File: src/rtl/ttps_ram.sv
// ttps_ram: generic single-port-write, single-port-read synchronous ram
// read data registered, old data on same-address write
// no dependencies
`default_nettype none

module ttps_ram #(
	parameter int WIDTH = 8,
	parameter int DEPTH = 16
) (
	input  wire logic                     clk,
	input  wire logic                     we,
	input  wire logic [$clog2(DEPTH)-1:0] waddr,
	input  wire logic [WIDTH-1:0]         wdata,
	input  wire logic                     re,
	input  wire logic [$clog2(DEPTH)-1:0] raddr,
	output logic      [WIDTH-1:0]         rdata
);

	logic [WIDTH-1:0] mem_q [DEPTH];

	always_ff @(posedge clk) begin
		if (we) begin
			mem_q[waddr] <= wdata;
		end
		if (re) begin
			rdata <= mem_q[raddr];
		end
	end

endmodule

`default_nettype wire

File: config.mk
export PLATFORM = sky130hd
export DESIGN_NAME = ttps_ram
export DESIGN_NICKNAME = d
export VERILOG_FILES = /design/src/rtl/ttps_ram.sv
export SDC_FILE = /design/constraint.sdc
export NUM_CORES = 1
export LEC_CHECK = 0
export ABC_AREA = 1
export BUFFER_PORTS_ARGS = -buffer_cell sky130_fd_sc_hd__buf_2
export CORE_MARGIN = 5
export CORE_UTILIZATION = 40
export CTS_CLUSTER_DIAMETER = 60
export DETAILED_ROUTE_END_ITERATION = 10
export PLACE_DENSITY = 0.58
export REMOVE_ABC_BUFFERS = 1
export SLEW_MARGIN = 25
export SYNTH_ARGS = -nofsm -noshare
export SYNTH_HDL_FRONTEND = slang
export SYNTH_SLANG_ARGS = --single-unit
File: constraint.sdc
create_clock -name clk -period 1.4 [get_ports clk]
set_input_delay 0.07 -clock clk [delete_from_list [all_inputs] [get_ports clk]]
set_output_delay 0.07 -clock clk [all_outputs]
set_load 0.02 [all_outputs]
==> metrics.yaml <==
timing:
  slew_headroom_pct: 57.7
  min_period_ns: 1.12
  timing.fmax_mhz: 892
  slew_viol_final: 0
  skew_ns: 0.00660
  period_share_pct: 80.1
  rsz0062_at_grt: "false"
  setup_violations: 0
  hold_viol_final: 0
  worst_slack_ns: 0.279
  fin_tns_setup_ns: 0
  worst-slew-pin-transition_ns: 0.633
power:
  p_leak_nw: 2.93
  power_density_nw_per_um2: 1390
  ir_drop_v: 0.000931
logic_synthesis:
  yosys.cell_types.count: 11
  synth_top_area_share_pct: 69.8
  synth_cells: 551
  syn-cell-area_um2: 5850
  ys_seq_area_share_pct: 69.8
  synth.largest_area_cell: "edfxtp_1"
  synthTopCellsByArea: "edfxtp_1 70%, nand2_1 11%, nand3_1 8.3%"
  yosysWarnings: 0
  ys_seq_elements: 136
  avgSynthCellArea_um2: 10.6
critical_path:
  cpMostUsedCell: "nand3_1"
  cp_top_family: "simple AND/OR/NAND/NOR gates"
  critPathMaxFanout: 1
  crit_type: "flip-flop to flip-flop"
  cp_slowest_stage_delay_ns: 0.37
  worstPathArrival_ns: 1.28
  start_kind: "flip-flop"
  cp-end-kind: "flip-flop"
  crit_chain: "inv_1 -> nand2_1 -> nand3_1 -> nand3_1 -> nand3_1 -> nand2_1"
  worstPathRequired_ns: 1.56
  cp_slowest_cell: "edfxtp_1"
  crit_buf_inv: 1
job:
  max_cap_violations: 0
clock_network:
  htreeDepth: 4
  clk_latency_ns: 0.41
  cts.sinks: 136
  cts_buffer_depth: 2
  cts_root_buffer: "clkbuf_16"
  clk_pin_slew_ns: 0.05
  hold_buffers: 0
  postCtsSetupBuffers: 0
  cts_made_buffers: 17
  post_cts_resized: 0
  tritoncts: "done"
place:
  dp_hpwl_mm: 8.11
  gp_congestion: 0.837
  dp.cells: 760
  numPortBuffers: 26
  post-place-ws_ns: 0.0734
global_routing:
  grt-ovfl-total: 0
  grt-busiest-layer: "met2"
  grt_use_met3_pct: 3.41
  grt_pass1_wl_mm: 20.1
  grtUsageTotal_pct: 15.9
  grt_start_max_net_pins: 43
  grt_pass1_vias: 3704
  use_met1_pct: 21.4
  grtUsageMet2_pct: 25.8
  antenna_found_initial: 0
final_layout:
  stdcell_count: 792
  area_growth_pct: 16.6
  mostFrequentLayoutCells: "173 x nand2_1, 136 x edfxtp_1, 100 x inv_1, 97 x nand3_1, 26 x buf_2"
  final_nets: 614
  final_common_cell: "nand2_1"
  diodes: 0
  drive_gt1_share_pct: 12.2
floorplan:
  die_w_um: 131
  die-area_um2: 17100
  pin_count: 27
  core_um2: 14400
  start_util_pct: 40.5
  fp-row-count: 44
  die_h_um: 131
run_status:
  status: "finished, final reports clean"
routing:
  drc: 0
  viasPerCell: 4.79
  dr.first_iter.drc_count: 410
  wl_per_cell_um: 16.1
  routed_wl_mm: 12.7
  drtPass1Iterations: 4
  ant_nets: 0
  vias: 3793
worst_hold_path:
  hp-class: "input port to flip-flop"
## flip-flops by register name, indices dropped and copies added, names as in the netlist
| name | flops |
|---|---|
| mem_q | 128 |
| rdata | 8 |
## stage by stage
stage / hold slack [ns] / area [um^2] / power [mW] / util, %
after global routing: 0.0432 / 6820 / 9.81 / 47.3
after global placement: 0.467 / 6250 / 5.27 / 43.3
after CTS: 0.0322 / 6820 / 9.56 / 47.3
after detailed placement: 0.472 / 6250 / 5.27 / 43.3
after floorplan: 0.169 / 5680 / 4.96 / -
final: 0.0443 / 6820 / 9.48 / 47.3
## where the power goes
| group | total [mW] | switching (mW) | internal [mW] |
|---|---|---|---|
| combinational | 0.564 | 0.395 | 0.170 |
| clock | 4.29 | 1.54 | 2.75 |
| sequential | 4.62 | 0.0269 | 4.59 |
| total | 9.48 | 1.96 | 7.51 |
## cells in the mapped netlist (all sizes together)
cell type  count
nand2        173
nand3b         2
nand3         97
buf           24
nor2          17
edfxtp       136
inv          102
## layout make-up
| type | count | area [um^2] |
|---|---|---|
| fillers | 1322 | 7600 |
| flip-flops and latches | 136 | 4080 |
| clock buffers | 20 | 437 |
| clock inverters | 12 | 133 |
| multi-input cells | 289 | 1210 |
| inverters | 102 | 383 |
| repair buffers | 49 | 340 |
| well taps | 184 | 230 |
## path summary, 6_finish.rpt
check,from,to,slack (ns),depth (start not counted)
min,wdata[6],mem_q[3][6],0.04,1
max,mem_q[7][3],rdata[3],0.28,6
min reg2reg,mem_q[12][1],rdata[1],0.73,6
max reg2reg,mem_q[7][3],rdata[3],0.28,6
## layer usage
metal	up-vias	routed length, um
met1	1811	5560
met2	106	6330
met4	0	122
met5	-	0
li1	1868	-
met3	8	723
## kinds of logic after synthesis
kind of cell / Yosys count / synth area share, %
and+or+nand+nor: 289 / 20.8
DFF: 136 / 69.8
buffers and inverters: 126 / 9.39
Power figures use the tool's default switching activity.
