==> config.mk <==
export PLATFORM = sky130hd
export DESIGN_NAME = ttps_eval
export DESIGN_NICKNAME = d
export VERILOG_FILES = /design/src/rtl/ttps_pkg.sv /design/src/rtl/ttps_eval.sv
export SDC_FILE = /design/constraint.sdc
export NUM_CORES = 1
export LEC_CHECK = 0
export ABC_AREA = 0
export ABC_CLOCK_PERIOD_IN_PS = 3700
export BUFFER_PORTS_ARGS = -buffer_cell sky130_fd_sc_hd__buf_2
export CAP_MARGIN = 15
export CORE_AREA = 5 5 143 145
export DETAILED_ROUTE_END_ITERATION = 8
export DIE_AREA = 0 0 148 150
export PLACE_DENSITY_LB_ADDON = 0.08
export REMOVE_ABC_BUFFERS = 1
export SLEW_MARGIN = 20
export SYNTH_ARGS = -nofsm -noshare
export SYNTH_HDL_FRONTEND = slang
export SYNTH_SLANG_ARGS = --single-unit
==> constraint.sdc <==
create_clock -name vclk -period 3.7
set_input_delay 0.74 -clock vclk [all_inputs]
set_output_delay 0.74 -clock vclk [all_outputs]
set_load 0.01 [all_outputs]
==> src/rtl/ttps_pkg.sv <==
// ttps_pkg: shared types and constants for the transposition table probe store
// slot entry layout, bound kinds, transaction payload layout
// no dependencies
`default_nettype none

package ttps_pkg;

	localparam int INDEX_BITS = 16;
	localparam int SLOT_COUNT = 1 << INDEX_BITS;
	localparam int KEY_W      = 64;
	localparam int TAG_W      = KEY_W - INDEX_BITS;
	localparam int DEPTH_W    = 4;
	localparam int SCORE_W    = 32;
	localparam int KIND_W     = 2;

	localparam int IN_FIELDS_W  = KEY_W + DEPTH_W + SCORE_W + KIND_W + 2 * SCORE_W;
	localparam int IN_TDATA_W   = ((IN_FIELDS_W + 7) / 8) * 8;
	localparam int OUT_FIELDS_W = 1 + SCORE_W + 1;
	localparam int OUT_TDATA_W  = ((OUT_FIELDS_W + 7) / 8) * 8;

	localparam logic MODE_PROBE = 1'b0;
	localparam logic MODE_STORE = 1'b1;

	typedef enum logic [KIND_W-1:0] {
		KIND_UPPER = 2'd0,
		KIND_LOWER = 2'd1,
		KIND_EXACT = 2'd2,
		KIND_EMPTY = 2'd3
	} kind_t;

	typedef struct packed {
		logic [TAG_W-1:0]   tag;
		logic [DEPTH_W-1:0] depth;
		logic [SCORE_W-1:0] score;
		kind_t              kind;
	} entry_t;

	localparam int ENTRY_W = $bits(entry_t);

	typedef struct packed {
		logic               mode;
		logic [KEY_W-1:0]   key;
		logic [DEPTH_W-1:0] depth;
		logic [SCORE_W-1:0] score;
		kind_t              kind;
		logic [SCORE_W-1:0] alpha;
		logic [SCORE_W-1:0] beta;
	} item_t;

	typedef struct packed {
		logic               found;
		logic [SCORE_W-1:0] value;
		logic               written;
	} result_t;

	localparam entry_t EMPTY_ENTRY = '{tag: '0, depth: '0, score: '0, kind: KIND_EMPTY};

endpackage

`default_nettype wire

==> src/rtl/ttps_eval.sv <==
// ttps_eval: probe hit test, bound window check and depth-preferred replace decision
// uses ttps_pkg
`default_nettype none

module ttps_eval (
	input  wire ttps_pkg::item_t   item,
	input  wire ttps_pkg::entry_t  entry,
	output ttps_pkg::result_t      res,
	output logic                   wr_en,
	output ttps_pkg::entry_t       wr_entry
);
	import ttps_pkg::*;

	logic match;
	logic replace;
	logic le_alpha;
	logic ge_beta;

	always_comb begin
		match    = (entry.kind != KIND_EMPTY) && (entry.tag == item.key[KEY_W-1:INDEX_BITS])
			&& (entry.depth >= item.depth);
		replace  = (item.kind != KIND_EMPTY)
			&& ((entry.kind == KIND_EMPTY) || (entry.depth < item.depth));
		le_alpha = $signed(entry.score) <= $signed(item.alpha);
		ge_beta  = $signed(entry.score) >= $signed(item.beta);

		res = '0;
		wr_en = 1'b0;
		wr_entry.tag   = item.key[KEY_W-1:INDEX_BITS];
		wr_entry.depth = item.depth;
		wr_entry.score = item.score;
		wr_entry.kind  = item.kind;

		if (item.mode == MODE_STORE) begin
			wr_en = replace;
			res.written = replace;
		end else if (match) begin
			case (entry.kind)
				KIND_EXACT: begin
					res.found = 1'b1;
					res.value = entry.score;
				end
				KIND_UPPER: begin
					if (le_alpha) begin
						res.found = 1'b1;
						res.value = item.alpha;
					end
				end
				KIND_LOWER: begin
					if (ge_beta) begin
						res.found = 1'b1;
						res.value = item.beta;
					end
				end
				default: begin
					res.found = 1'b0;
				end
			endcase
		end
	end

endmodule

`default_nettype wire

==> results of run 1 <==
[synthesized netlist by cell type, types with 3 or more instances]
cell	instances	area share (%)
a21oi_2	3	0.69
o21ai_0	5	0.65
nor3_1	3	0.39
nor2_1	13	1.3
a21oi_1	22	2.9
a21o_1	11	2.2
buf_6	7	2.1
buf_4	89	17
clkbuf_1	5	0.49
a221oi_1	3	0.69
nand3_1	7	0.91
a221o_1	31	8.1
nor4_1	34	5.5
nand2_1	48	4.7
buf_2	3	0.39
nand4_1	21	3.4
ha_1	68	22
inv_1	69	6.8
o21ai_1	7	0.91
xnor2_1	47	11
[routing by layer]
layer / wire length, µm / vias to the layer above / global-route usage [%]
met1: 7590 / 2182 / 18.2
li1: - / 2335 / -
met5: 116 / - / 3.18
met4: 175 / 8 / 1.29
met2: 10600 / 234 / 30.6
met3: 2150 / 18 / 7.21
[through the flow]
step,setup slack [ns],instance area [µm²],power (mW),instances
global route,-0.293,6250,0.810,1024
detailed placement,-0.485,5240,0.577,1006
global placement,-0.459,5240,0.574,1006
floorplan,-0.607,3030,0.231,420
CTS,-0.222,5680,0.674,1018
finish,-0.170,6250,0.738,1024
[cells by family (layout without fill, tap and decap cells)]
family,Yosys count,after routing,share of synthesized area [%]
xor gates and xnor gates,48,48,11.0
other,0,2,0
buffers and inverters,177,431,27.9
and+or+nand+nor,135,138,18.8
AOI/OAI and AO/OA,97,97,19.6
muxes,2,2,0.555
adders and majority gates,68,68,22.2
[power breakdown]
part | switching, mW | leakage [nW] | total (mW) | internal, mW
clock | 0 | 0.0000127 | 0.0000000723 | 0.0000000723
sequential | 0 | 0 | 0 | 0
combinational | 0.373 | 3.14 | 0.738 | 0.365
[worst paths after layout]
path	from	endpoint	slack [ns]	cells past startpoint
setup / recovery	entry[33]	res[21]	-0.17	15
hold / removal	item[69]	wr_entry[5]	1.48	0
[cell type report]
cell class / instances / area (µm²) / share of cell area [%]
tap: 238 / 298 / 4.77
multi-input combinational: 353 / 3520 / 56.4
inverter: 70 / 268 / 4.29
timing repair buffer: 361 / 2150 / 34.5
antenna: 2 / 5.00 / 0.0801
[what timing repair did]
item,CTS,global route
gates cloned,4,1
resized for setup,56,94
pin swaps,8,26
setup buffers,8,5
endpoints found under the setup margin,33,33
==> out/qor.yml, run 1 <==
drt:
  viasPerCell: 4.67
  drtPass1Iterations: 4
  wirelength_um: 20700
  antenna_left: 0
  wire_per_inst_um: 20.2
  drt_iter0_drc: 101
  route.detailed.drc: 0
  vias: 4777
status:
  status: "finished, violations left"
  violations: "setup timing"
cells_and_area:
  final_common_cell: "buf_2"
  layout_common_cells: "buf_2 (279), buf_4 (56), inv_1 (50)"
  drive_gt1_share_pct: 60.1
  fill_cells: 2105
  seq_cell_count: 0
  nClkBuffers: 0
  regArea_um2: 0
  fin_nets: 1107
  area_growth_pct: 62.9
  final_util_pct: 32.7
floorplanning:
  die_y_um: 150
  row_count: 51
  core-area_mm2: 0.0191
  initial_core_util_pct: 20.1
  ioPinCount: 374
  dieArea_mm2: 0.0222
  die_x_um: 148
placement:
  place_congestion: 0.854
  io_buffers: 294
  hpwlAfterDp_um: 16700
worst_setup_path:
  worst-endpoint-arrival_ns: 3.13
  start_kind: "input pin"
  path_cells: "buf_2 -> buf_4 -> ha_4 -> nand4_1 -> nor4_2 -> buf_4 -> inv_2 -> a41oi_2 -> o21ai_2 -> a21oi_4 -> buf_6 -> buf_12 -> nor4_1 -> a221o_1 -> buf_2"
  path_delay_family: "buffers and inverters"
  end_kind: "primary output"
  path_class: "input pin to primary output"
  slowest_delay_ns: 0.28
  slowest_stage: "a221o_1"
  crit_buf_inv: 7
  required_ns: 2.96
  critPathMaxFanout: 7
sta:
  tightest_slew_ns: 0.565
  relSlewSlack_pct: 62.4
  setup_viol: 32
  fin_ws_ns: -0.170
  rsz0062_at_grt: "true"
  slew_violations: 0
  hold_viol: 0
  hold-worst-slack_ns: 1.48
  max_clock_freq_mhz: 258
  tns_ns: -4.05
  post-route-min-period_ns: 3.87
  fin_crit_sh_pct: 105
synthesis:
  ys_seq_area_share_pct: 0
  synth.avg_cell_area_um2: 7.27
  synth_cells: 527
  synth_warnings: 0
  netlist_area_mm2: 0.00383
  synth.distinct_cells: 47
run:
  drv_cap: 0
global_route:
  antenna_found_initial: 5
  grt_pass1_wl_um: 28700
  grt_start_max_net_pins: 34
  grt_pass1_vias: 5056
  grtUsageTotal_pct: 16.6
  overflow: 0
power:
  power.leakage_nw: 3.14
  ir_worst_vdd_uv: 62.3
  power_density_mw_per_mm2: 118
clock_tree:
  ctsHoldBuffers: 0
min_path:
  hp-class: "input pin to primary output"
(Power assumes the default switching activity.)
==> run 2, diff against run 1 <==
--- a/config.mk
+++ b/config.mk
@@ -6,11 +6,11 @@
 export NUM_CORES = 1
 export LEC_CHECK = 0
-export ABC_AREA = 0
+export ABC_AREA = 1
 export ABC_CLOCK_PERIOD_IN_PS = 3700
 export BUFFER_PORTS_ARGS = -buffer_cell sky130_fd_sc_hd__buf_2
 export CAP_MARGIN = 15
-export CORE_AREA = 5 5 143 145
+export CORE_AREA = 2 2 144 146
 export DETAILED_ROUTE_END_ITERATION = 8
-export DIE_AREA = 0 0 148 150
+export DIE_AREA = 0 0 146 148
 export PLACE_DENSITY_LB_ADDON = 0.08
 export REMOVE_ABC_BUFFERS = 1
==> constraint.sdc (replaced) <==
create_clock -name vclk -period 3.7
set_input_delay 0.37 -clock vclk [all_inputs]
set_output_delay 0.37 -clock vclk [all_outputs]
set_load 0.01 [all_outputs]
==> run 2 against run 1 <==
Combinational power shrank 17%. Utilization shrank 5.9 points. Largest power group unchanged. Die area shrank 2.7%. Flip-flop and latch count is the same. The flow now finishes without violations. First-iteration DRC count grew 61%. Worst hold slack lost 0.74 ns. Via count grew 5.9%. Critical path depth grew 4. Highest routed layer unchanged. Final cell count grew 17%.
==> out/qor.yml, run 2 <==
sta:
  post-route-min-period_ns: 3.01  # -0.860 ns
  rsz0062_at_grt: "false"
  slew_violations: 0  # unchanged
  tns_ns: 0  # +4.05 ns
  max_clock_freq_mhz: 332  # +29%
  tightest_slew_ns: 0.507  # -0.0576 ns
  fin_crit_sh_pct: 81.3  # -23 points
  relSlewSlack_pct: 66.2  # +3.8 points
  hold-worst-slack_ns: 0.740  # -0.740 ns
  setup_viol: 0  # -100%
  hold_viol: 0  # unchanged
worst_setup_path:
  cpMostUsedCell: "nand2_1"
  start_kind: "input pin"
  end_kind: "primary output"
  slowest_delay_ns: 0.34  # +0.06 ns
  worst-endpoint-arrival_ns: 2.64  # -0.49 ns
  critPathMaxFanout: 16  # +9
  crit_buf_inv: 5  # -2
  required_ns: 3.33  # +0.37 ns
  path_cells: "buf_2 -> inv_1 -> ha_1 -> a21oi_1 -> nor2_1 -> nor2_1 -> nand2_1 -> nand2_1 -> nand2_1 -> nand2_1 -> nand2_1 -> nand2_1 -> nand3_2 -> buf_4 -> nand3_1 -> nand3_1 -> nand2_1 -> inv_1 -> buf_2"
  slowest_stage: "nand3_2"
  path_class: "input pin to primary output"
  path_delay_family: "simple AND/OR/NAND/NOR gates"
synthesis:
  synth_area_leaders: "ha_1 (20%), buf_4 (16%), nand2_1 (14%)"
  synth_top_area_share_pct: 19.8  # -2.4 points
  synthTopCellsByCount: "nand2_1 (155), inv_1 (149), nand3_1 (96)"
  synth_top_family_by_area: "simple AND/OR/NAND/NOR gates"
  yosys.area_share.simple_pct: 34.4  # +16 points
  synth_warnings: 0  # unchanged
  yosys-mux-area-fraction_pct: 0  # -0.55 points
  synth_cells: 724  # +37%
  synth_xor_xnor_area_share_pct: 3.06  # -7.9 points
  ys_seq_area_share_pct: 0  # unchanged
  netlist_area_mm2: 0.00430  # +12%
  synth.distinct_cells: 34  # -28%
  post-synth-top-count-cell: "nand2_1"
  synth_area_leader_cell: "ha_1"
  synthAdderAreaFrac_pct: 19.8  # -2.4 points
  synth_compound_area_share_pct: 10.6  # -9.0 points
  synth.avg_cell_area_um2: 5.93  # -18%
power:
  power.net_switching_mw: 0.364  # -2.4%
  combPwrFrac_pct: 100.0  # about the same
  total_power_mw: 0.609  # -17%
  cell_internal_pwr_mw: 0.245  # -33%
  switching_share_pct: 59.8  # +9.2 points
  seqPwrFrac_pct: 0  # unchanged
  ir_worst_vdd_uv: 49.0  # -21%
  pwr-share-clk_pct: 0  # unchanged
  power.leakage_nw: 3.49  # +11%
  power_density_mw_per_mm2: 113  # -4.1%
cells_and_area:
  final_util_pct: 26.8  # -5.9 points
  regArea_um2: 0  # unchanged
  fin_nets: 1244  # +12%
  area_growth_pct: 25.2
  layout_common_cells: "buf_2 (294), nand2_1 (155), inv_1 (149)"
  nClkBuffers: 0  # unchanged
  seq_cell_count: 0  # unchanged
  final_common_cell: "buf_2"
  drive_gt1_share_pct: 35.7  # -24 points
  final_cells: 1194  # +17%
global_route:
  antenna_found_initial: 2  # -3
  grt_pass1_vias: 5039  # -0.34%
  overflow: 0  # unchanged
  grt_pass1_wl_um: 31700  # +10%
  grtUsageTotal_pct: 19.6  # +3.1 points
  grt_start_max_net_pins: 34  # unchanged
clock_tree:
  ctsHoldBuffers: 0  # unchanged
  post_cts_buffers: 0  # -8
  postCtsResizedCells: 0  # -100%
run:
  drv_cap: 0  # unchanged
placement:
  place_congestion: 0.832  # -2.6%
  io_buffers: 294  # unchanged
  numPlacedInstances: 1191  # +18%
  hpwlAfterDp_um: 20000  # +20%
status:
  status: "finished clean"
floorplanning:
  core-area_mm2: 0.0200  # +5.0%
  ioPinCount: 374  # unchanged
  dieArea_mm2: 0.0216  # -2.7%
  die_y_um: 148  # -1.3%
  initial_core_util_pct: 21.4  # +1.3 points
  die_x_um: 146  # -1.4%
  row_count: 52  # +2.0%
drt:
  antenna_left: 0  # unchanged
  drtPass1Iterations: 4  # unchanged
  drt_iter0_drc: 163  # +61%
  vias: 5057  # +5.9%
  wire_per_inst_um: 18.7  # -7.1%
  route.detailed.drc: 0  # unchanged
  viasPerCell: 4.24  # -9.2%
  wirelength_um: 22400  # +8.3%
min_path:
  hp-class: "input pin to primary output"
[run 2: area by class of cell]
type	instances	area (µm²)
well taps	270	338
fillers	2436	14700
repair buffers	302	1540
multi-input cells	470	2930
inverters	149	559
diodes	3	7.51
[run 2: logic make-up after synthesis]
| group | Yosys count |
|---|---|
| simple gates | 316 |
| buf+inv | 254 |
| compound gates | 71 |
| fa+ha+maj | 68 |
| xor+xnor | 15 |
[run 2: final timing paths]
kind / slack (ns) / end / depth (start not counted) / start
worst max-delay path: 0.69 / res[7] / 19 / item[5]
worst min-delay path: 0.74 / wr_entry[12] / 0 / item[76]
[run 2: power groups by stage]
stage	clock network [mW]	logic, mW	registers [mW]
after floorplan	0	0.282	0
after global placement	0	0.620	0
after detailed placement	0	0.616	0
after CTS	0	0.620	0
after global routing	0.0000000361	0.693	0
final	0.0000000883	0.609	0
[run 2: routing by layer]
metal  up-vias  GRT usage (%)  routed length [µm]
met3        10           12.4                3480
met4         2           2.28                 328
met2       251           29.6                8980
met5         -           1.36                  37
met1      2156           24.3                9560
li1       2638              -                   -
[run 2: per-stage QoR]
stage	area, µm²	worst slack, ns
final	5380	0.690
after global routing	5370	0.462
after CTS	5370	0.615
after detailed placement	5370	0.634
after global placement	5370	0.629
after floorplan	3470	1.21
